**src/hdl/gbc_pkg.sv**
```systemverilog
// gbc_pkg: widths, register indexes and shared types of the gammatone cascade.
// No dependencies; used by gbc_cell and gammatone_biquad_cascade.
package gbc_pkg;

    localparam int SAMPLE_W     = 16;                     // input sample, Q1.15
    localparam int COEF_W       = 48;                     // coefficients and state, Q16.32
    localparam int COEF_FRAC    = 32;
    localparam int OUT_W        = 24;                     // output sample, Q9.15
    localparam int OUT_FRAC     = 15;
    localparam int NUM_REGS     = 8;
    localparam int NUM_SECTIONS = 4;
    localparam int CFG_IDX_W    = 4;
    localparam int REG_IDX_W    = $clog2(NUM_REGS);

    localparam int SAMPLE_SHIFT = COEF_FRAC - (SAMPLE_W - 1);
    localparam int OUT_SHIFT    = COEF_FRAC - OUT_FRAC;
    localparam int HALF_W       = COEF_W / 2;             // data split for partial products
    localparam int PROD_W       = COEF_W + HALF_W + 1;    // coef x (half + sign) product
    localparam int ACC_W        = 2 * COEF_W + 4;         // four full products plus margin

    // rounding constant, half of one Q.32 LSB in the Q.64 sum
    localparam logic [ACC_W-1:0] ACC_HALF = ACC_W'(64'd1 << (COEF_FRAC - 1));

    // register indexes
    localparam logic [REG_IDX_W-1:0] REG_FIRST_TAP0  = REG_IDX_W'(0);
    localparam logic [REG_IDX_W-1:0] REG_FIRST_TAP1  = REG_IDX_W'(1);
    localparam logic [REG_IDX_W-1:0] REG_PLAIN_TAP0  = REG_IDX_W'(2);
    localparam logic [REG_IDX_W-1:0] REG_SECOND_TAP1 = REG_IDX_W'(3);
    localparam logic [REG_IDX_W-1:0] REG_THIRD_TAP1  = REG_IDX_W'(4);
    localparam logic [REG_IDX_W-1:0] REG_FOURTH_TAP1 = REG_IDX_W'(5);
    localparam logic [REG_IDX_W-1:0] REG_FEEDBACK1   = REG_IDX_W'(6);
    localparam logic [REG_IDX_W-1:0] REG_FEEDBACK2   = REG_IDX_W'(7);

    typedef logic signed [COEF_W-1:0] t_coef;

    // coefficient set seen by one section cell
    typedef struct packed {
        t_coef tap0;
        t_coef tap1;
        t_coef fb1;
        t_coef fb2;
    } t_coefs;

endpackage

```
**src/hdl/gbc_cell.sv**
```systemverilog
// gbc_cell: one direct-form-I biquad section of the cascade.
// Holds its own input and output history; one 48 x 25 multiplier, eight passes.
// Depends on gbc_pkg.
module gbc_cell
    import gbc_pkg::*;
(
    input  logic   i_clk,
    input  logic   i_rst_n,
    input  t_coefs i_coef,
    input  logic   i_in_valid,
    output logic   o_in_ready,
    input  t_coef  i_in_data,
    output logic   o_out_valid,
    input  logic   i_out_ready,
    output t_coef  o_out_data
);

    localparam logic [1:0] PRD_FWD  = 2'd0;   // tap0 * u[n]
    localparam logic [1:0] PRD_HIST = 2'd1;   // tap1 * u[n-1]
    localparam logic [1:0] PRD_FB1  = 2'd2;   // -fb1 * y[n-1]
    localparam logic [1:0] PRD_FB2  = 2'd3;   // -fb2 * y[n-2]
    localparam logic [2:0] CNT_LAST = 3'd7;
    localparam int         HI_W     = ACC_W - COEF_FRAC;

    // history
    t_coef r_u0, r_x1, r_y1, r_y2;

    // sequencer
    logic       r_issue;
    logic [2:0] r_cnt;
    logic       r_out_vld;

    // product stage
    logic                     r_pvld, r_pfirst, r_plast, r_pshift, r_pneg;
    logic signed [PROD_W-1:0] r_prod;
    logic [ACC_W-1:0]         r_acc;

    logic                     w_accept, w_finish, w_neg;
    logic [1:0]               w_sel;
    t_coef                    w_a, w_b;
    logic signed [HALF_W:0]   w_bpart;
    logic signed [PROD_W-1:0] w_prod;
    logic [ACC_W-1:0]         w_term_lo, w_term, w_addend, w_base, w_sum;
    logic [HI_W-1:0]          w_hi;
    logic                     w_fits;
    t_coef                    w_y;

    assign w_accept    = i_in_valid && o_in_ready;
    assign w_finish    = r_pvld && r_plast;
    assign o_in_ready  = !r_issue && !r_pvld && (!r_out_vld || i_out_ready);
    assign o_out_valid = r_out_vld;
    assign o_out_data  = r_y1;

    // operand select
    assign w_sel = r_cnt[2:1];
    always_comb begin
        case (w_sel)
            PRD_FWD: begin
                w_a = i_coef.tap0;
                w_b = r_u0;
            end
            PRD_HIST: begin
                w_a = i_coef.tap1;
                w_b = r_x1;
            end
            PRD_FB1: begin
                w_a = i_coef.fb1;
                w_b = r_y1;
            end
            PRD_FB2: begin
                w_a = i_coef.fb2;
                w_b = r_y2;
            end
            default: begin
                w_a = i_coef.tap0;
                w_b = r_u0;
            end
        endcase
    end

    assign w_neg   = (w_sel == PRD_FB1) || (w_sel == PRD_FB2);
    // low half is unsigned, high half carries the sign
    assign w_bpart = r_cnt[0] ? $signed({w_b[COEF_W-1], w_b[COEF_W-1:HALF_W]})
                              : $signed({1'b0, w_b[HALF_W-1:0]});
    assign w_prod  = w_a * w_bpart;

    // accumulate; rounding constant preloaded with the first term
    assign w_term_lo = {{(ACC_W-PROD_W){r_prod[PROD_W-1]}}, r_prod};
    assign w_term    = r_pshift ? (w_term_lo << HALF_W) : w_term_lo;
    assign w_addend  = r_pneg ? ~w_term : w_term;
    assign w_base    = r_pfirst ? ACC_HALF : r_acc;
    assign w_sum     = w_base + w_addend + {{(ACC_W-1){1'b0}}, r_pneg};

    // drop Q.32 fraction, saturate to coefficient width
    assign w_hi   = w_sum[ACC_W-1:COEF_FRAC];
    assign w_fits = (&w_hi[HI_W-1:COEF_W-1]) || !(|w_hi[HI_W-1:COEF_W-1]);
    assign w_y    = w_fits ? $signed(w_hi[COEF_W-1:0])
                  : (w_sum[ACC_W-1] ? $signed({1'b1, {(COEF_W-1){1'b0}}})
                                    : $signed({1'b0, {(COEF_W-1){1'b1}}}));

    always_ff @(posedge i_clk) begin
        if (!i_rst_n) begin
            r_issue   <= 1'b0;
            r_cnt     <= '0;
            r_out_vld <= 1'b0;
            r_pvld    <= 1'b0;
            r_plast   <= 1'b0;
            r_u0      <= '0;
            r_x1      <= '0;
            r_y1      <= '0;
            r_y2      <= '0;
        end else begin
            if (w_accept) begin
                r_issue <= 1'b1;
                r_cnt   <= '0;
                r_x1    <= r_u0;
                r_u0    <= i_in_data;
            end else if (r_issue) begin
                r_cnt <= r_cnt + 3'd1;
                if (r_cnt == CNT_LAST) begin
                    r_issue <= 1'b0;
                end
            end
            r_pvld  <= r_issue;
            r_plast <= r_issue && (r_cnt == CNT_LAST);
            if (w_finish) begin
                r_y1      <= w_y;
                r_y2      <= r_y1;
                r_out_vld <= 1'b1;
            end else if (r_out_vld && i_out_ready) begin
                r_out_vld <= 1'b0;
            end
        end
    end

    always_ff @(posedge i_clk) begin
        r_prod   <= w_prod;
        r_pfirst <= (r_cnt == 3'd0);
        r_pshift <= r_cnt[0];
        r_pneg   <= w_neg;
        if (r_pvld) begin
            r_acc <= w_sum;
        end
    end

    a_cnt_idle: assert property (@(posedge i_clk) disable iff (!i_rst_n)
        !r_issue |-> r_cnt == 3'd0)
        else $error("cell counter moved while not issuing");

    a_accept_start: assert property (@(posedge i_clk) disable iff (!i_rst_n)
        w_accept |=> r_issue && r_cnt == 3'd0)
        else $error("accepted request did not start a pass");

    a_finish_after_issue: assert property (@(posedge i_clk) disable iff (!i_rst_n)
        w_finish |-> !r_issue && !o_in_ready)
        else $error("section finished while still issuing");

    a_out_from_finish: assert property (@(posedge i_clk) disable iff (!i_rst_n)
        $rose(r_out_vld) |-> $past(w_finish))
        else $error("section result appeared without a finished pass");

endmodule

```
**config.mk**
```make
export PLATFORM = sky130hd
export DESIGN_NAME = gbc_cell
export DESIGN_NICKNAME = d
export VERILOG_FILES = /design/src/hdl/gbc_pkg.sv /design/src/hdl/gbc_cell.sv
export SDC_FILE = /design/constraint.sdc
export NUM_CORES = 2
export LEC_CHECK = 0
export ABC_AREA = 1
export BUFFER_PORTS_ARGS = -buffer_cell sky130_fd_sc_hd__buf_2
export CAP_MARGIN = 10
export CORE_ASPECT_RATIO = 1.1
export CORE_UTILIZATION = 35
export DETAILED_ROUTE_END_ITERATION = 8
export MAX_ROUTING_LAYER = met4
export PLACE_DENSITY = 0.47
export SYNTH_ARGS = -nofsm -noshare
export SYNTH_HDL_FRONTEND = slang
export SYNTH_SLANG_ARGS = --single-unit
export TNS_END_PERCENT = 100
```
**constraint.sdc**
```tcl
create_clock -name i_clk -period 9.14 [get_ports i_clk]
set_input_delay 0.457 -clock i_clk [delete_from_list [all_inputs] [get_ports i_clk]]
set_output_delay 0.457 -clock i_clk [all_outputs]
set_load 0.02 [all_outputs]
```
-- Word-level counts from Yosys, hierarchy flattened
Cells that the tools add are included.
W data, S select, Z words.
- input bits: 244
- output and inout port bits: 50
- flip-flop bits (word level): 375
- $mul: 1
- eq/ne operators: 4
- reductions and logical operators: 19
- $add $sub $neg: 3
- bitwise operators: 2
- mux-type cells: 13
- operators by type and width (cell ; count):
    $pmux W48 S4 ; 2
    $mux W100 ; 2
    $add A100 B1 Y100 ; 1
    $add A100 B100 Y100 ; 1
    $not A100 Y100 ; 1
    $mux W48 ; 2
    $mux W96 ; 1
    $mul A48 B25 Y73 ; 1
    $mux W25 ; 1
    $reduce_and A21 Y1 ; 1
    $reduce_or A21 Y1 ; 1
    $logic_and A1 B1 Y1 ; 6
    $mux W1 ; 5
    $eq A2 B2 Y1 const B ; 2
    $logic_not A1 Y1 ; 4
    $add A3 B1 Y3 const B ; 1
    $eq A3 B3 Y1 const B ; 1
    $logic_not A3 Y1 ; 1
    $logic_or A1 B1 Y1 ; 3
    $eq A2 B1 Y1 const B ; 1
    $logic_not A2 Y1 ; 1
    $reduce_bool A2 Y1 ; 1
    $reduce_or A2 Y1 ; 1
    $not A1 Y1 ; 1

-- Longest topological paths before layout
- depth in word-level cells: 9
- depth in mapped cells: 43

-- Worst setup path after synthesis
OpenSTA, ideal clock, no wires.
- path kind: register to register
- start point: register r_cnt[2]
- end point: register r_prod[51]
- cell stages (with the launch flop): 37
- setup time: 0.072 ns
- path slack: 1.398 ns
- arrival time: 7.670 ns
- path through: dfxtp_1 clkbuf_1 inv_1 nor2_1 buf_2 buf_1 a221oi_1 o211ai_1 nand2_1 inv_2 clkbuf_1 nand2_1 fa_1 inv_1 fa_1 inv_1 fa_1 fa_1 inv_1 fa_1 inv_1 fa_1 inv_1 fa_1 ha_1 a21oi_1 inv_1 a31oi_1 nand2_1 nand2_1 nand2_1 nand2_1 nand2_1 a21boi_0 o21ai_0 a21oi_1 xnor2_1
- longest elaborated chain between the ends: 4
- elaborated cells on any way between the ends: 8
- those cells by class: 1 x mul; 3 x eq/ne; 3 x mux; 1 x reduce/logical
- ends and longest elaborated chain (what ; RTL line ; source):
    from (decl) ; gbc_cell.sv:30 ; logic [2:0] r_cnt;
    from (signal assigned) ; gbc_cell.sv:119 ; r_cnt <= r_cnt + 3'd1;
    $eq A2 B2 Y1, or another cell as far along ; gbc_cell.sv:57 ; case (w_sel)
    $pmux W48 S4 ; gbc_cell.sv:57 ;
    $mux W25 ; gbc_cell.sv:83 ; assign w_bpart = r_cnt[0] ? $signed({w_b[COEF_W-1], w_b[COEF_W-1:HALF_W]})
    $mul A48 B25 Y73 * ; gbc_cell.sv:85 ; assign w_prod = w_a * w_bpart;
    via w_prod[51] ; gbc_cell.sv:42 ; logic signed [PROD_W-1:0] w_prod;
    to (signal assigned) ; gbc_cell.sv:137 ; r_prod <= w_prod;
    to (decl) ; gbc_cell.sv:35 ; logic signed [PROD_W-1:0] r_prod;
The timed path passes the listed nets; every way through them passes the cells marked *.
A chain may end at the register's enable or synchronous reset.

-- Final worst setup path
- start point: register r_cnt[2]
- end point: register r_prod[57]
The elaborated chain is that of the path after synthesis.

==> results by group <==
Clock tree
  • Worst skew pair latency: about 650 ps
  • CTS Buf Count: 44
  • CTS clk-pin slew, worst paths: approximately 60 ps
  • Maximum buffer depth of the clock tree: 3
  • CTS tree: yes
  • H-tree levels: 2
  • Clk root buf: clkbuf_16
  • TritonCTS Sinks: between 300 and 400

Route
  • DRC: 0
  • Detailed-route wire length per cell: around 25 um
  • Vias per inst: 5.00
  • Iteration-0 DRC Markers: 4410
  • DR vias: around 60000
  • Final antenna-violating net count: 0
  • DRT Wirelength: roughly 290 mm
  • First-pass DRT Iterations: 6

Worst setup path
  • Critical path class: reg2reg
  • Critical Path End Type: flop
  • Worst setup SP type: flop
  • CP max FO: 37
  • Slowest cell on crit path: clkinv_1
  • Reg2Reg Depth: 32
  • WP data required: approximately 9600 ps
  • Crit-path max cell delay: ~620 ps
  • Crit path DAT: between 9000 and 10000 ps

Floorplanning
  • Core box area: 188000 sq um
  • Starting density of the core: 0.352
  • DIE AREA: between 150000 and 200000 sq um
  • # IOs: between 200 and 300
  • Die X: 417 um
  • Cell Rows: about 170
  • Die Y: between 400 and 500 um

Placed design
  • DP HPWL: 245 mm
  • Routability cong.: slightly below 1
  • Port buffer count: around 290

Synth
  • Yosys warns: 0
  • Synth Cell Area: approximately 66000 sq um
  • Synth unique cells: 54
  • Synthesized area per cell: ~7.4 sq um
  • Seq/Total Area, Yosys: 0.128
  • Synth Register Bits: about 380
  • Syn nets: roughly 11000
  • Syn Inst Count: about 9000

GRT
  • Initial antenna violation count: 14
  • GRT Util Overall: 0.314
  • GRT overflow: 0
  • Vias in the first global route: approximately 61000
  • First-pass GRT wire length: ~420 mm
  • Largest net degree at the start of global routing: 95

Run
  • Max cap viols: 0

Min path
  • Hold Crit Class: in2reg
  • Hold depth: 3

Final layout
  • Most common cell after layout, fill and taps aside: nand2_1
  • Nets@finish: around 11000
  • Area growth from synthesis to layout: 10.8%
  • Share of layout cells above drive strength 1: 0.0828
  • Commonest cells after routing, fill and taps aside: nand2_1 (2174), inv_1 (2099), fa_1 (1189)

Timing
  • Tightest Pin Transition: 1040 ps
  • Worst slew margin: 0.303
  • Post-route minimum period: a little under 9000 ps
  • Slew Viols, Final: 0
  • Final hold vios: 0
  • Setup Skew: around 80 ps
  • TNS Setup: 0 ps
  • Unrepaired setup endpoints after global routing: false
  • # setup viols final: 0
  • Fmax: ~110 MHz
  • Period utilisation layout: 0.964

Status
  • Status: finished, final reports clean
==> synthesized netlist by cell type, drive strengths merged <==
master | n | share of area
dfxtp | 275 | 0.083
a31o | 2 | 0.00026
nand3b | 1 | 0.00011
o311ai | 2 | 0.00026
xor2 | 197 | 0.026
o22ai | 38 | 0.0036
inv | 2122 | 0.12
edfxtp | 100 | 0.045
o21bai | 7 | 0.00085
a22o | 1 | 0.00013
xnor2 | 62 | 0.0083
nor3 | 19 | 0.0017
o211ai | 32 | 0.0036
or2 | 5 | 0.00047
a211oi | 7 | 0.00079
and2 | 5 | 0.00051
nand2 | 2199 | 0.13
o21ai | 350 | 0.027
a31oi | 43 | 0.0041
a221oi | 69 | 0.0091
nand4 | 42 | 0.0040
ha | 287 | 0.054
fa | 1189 | 0.36
a21boi | 6 | 0.00068
nand3 | 102 | 0.0081
nor2 | 1017 | 0.059
a21oi | 315 | 0.026
clkinv | 33 | 0.0019
o221a | 2 | 0.00034
o2111ai | 9 | 0.0012
a21o | 5 | 0.00057
o21a | 29 | 0.0033
and3 | 6 | 0.00057
clkbuf | 266 | 0.015
buf | 63 | 0.0050
nor4 | 5 | 0.00047
a221o | 1 | 0.00015
o221ai | 3 | 0.00040
==> flip-flops by register name, indices dropped and copies added, names as in the netlist <==
register and flops:
o_out_valid 1, r_plast 1, r_y2 48, r_x1 48
r_pfirst 1, r_acc 100, r_pvld 1, r_pshift 1
r_cnt 3, r_prod 73, r_pneg 1, r_issue 1
r_u0 48, o_out_data 48
==> area by class of cell <==
cell class	instances	area [sq um]
Fill cell	20200	115000
Multi-Input combinational cell	6057	48400
Sequential cell	375	8520
Inverter	2155	8100
Timing Repair Buffer	547	3790
Tap cell	2450	3070
Clock buffer	65	1290
Clock inverter	17	191
Antenna cell	7	17.5
==> final timing paths <==
kind	from	to	slack, ps
worst max register to register	r_cnt[2]$_SDFFE_PP0P_	r_prod[57]$_DFF_P_	330
worst min register to register	r_x1[26]$_SDFFE_PN0P_	r_x1[26]$_SDFFE_PN0P_	470
worst max-delay path	r_cnt[2]$_SDFFE_PP0P_	r_prod[57]$_DFF_P_	330
worst min-delay path	i_in_data[45]	r_u0[45]$_SDFFE_PN0P_	120
==> worst max-delay path, delay by kind of cell, from the launching register on <==
family / cells / cell delay (ps)
flops: 1 / 310
fa+ha+maj: 8 / 3810
xor+xnor: 1 / 340
compound gates: 5 / 1460
simple gates: 11 / 1260
buf+inv: 7 / 1450
==> cells by family (layout without fill, tap and decap cells) <==
| group | after synthesis | in the layout | share of synthesized area |
|---|---|---|---|
| buffers and inverters | 2484 | 2784 | 0.142 |
| adders and majority gates | 1476 | 1476 | 0.414 |
| xor gates and xnor gates | 259 | 259 | 0.0344 |
| and+or+nand+nor | 3401 | 3401 | 0.200 |
| AOI/OAI and AO/OA | 921 | 921 | 0.0816 |
| DFF | 375 | 375 | 0.128 |
| other | 0 | 7 | 0 |
==> layer usage <==
| layer | global-route usage | vias to the layer above | part of all wire |
|---|---|---|---|
| met5 | - | - | 0 |
| met4 | 0.133 | 0 | 0.052 |
| met3 | 0.0198 | 379 | 0.039 |
| met2 | 0.533 | 1606 | 0.49 |
| met1 | 0.387 | 29600 | 0.42 |
| li1 | - | 26800 | - |
==> through the flow <==
| stage | hold WS [ps] | setup slack [ps] | instance area, sq um | util | instances |
|---|---|---|---|---|---|
| 6_report | 124 | 331 | 73400 | 0.390 | 11700 |
| 5_1_grt | 119 | 9.28 | 73400 | 0.390 | 11700 |
| 4_1_cts | 88.1 | 232 | 73300 | 0.390 | 11700 |
| 3_5_place_dp | 458 | 276 | 71800 | 0.382 | 11600 |
| 3_3_place_gp | 456 | 229 | 71800 | 0.382 | 11600 |
| 2_1_floorplan | 384 | 1400 | 66200 | - | 8916 |
==> what timing repair did <==
action                     4_1_cts  5_1_grt
hold endpoints to repair         0        0
hold buffers                     0        0
buffers inserted                 0        3
gates resized for setup          0       10
setup endpoints to repair        0       19
Power is left out: the tool's default activity adds up to more than one toggle a clock period on the data nets, which glitch-free logic cannot reach.
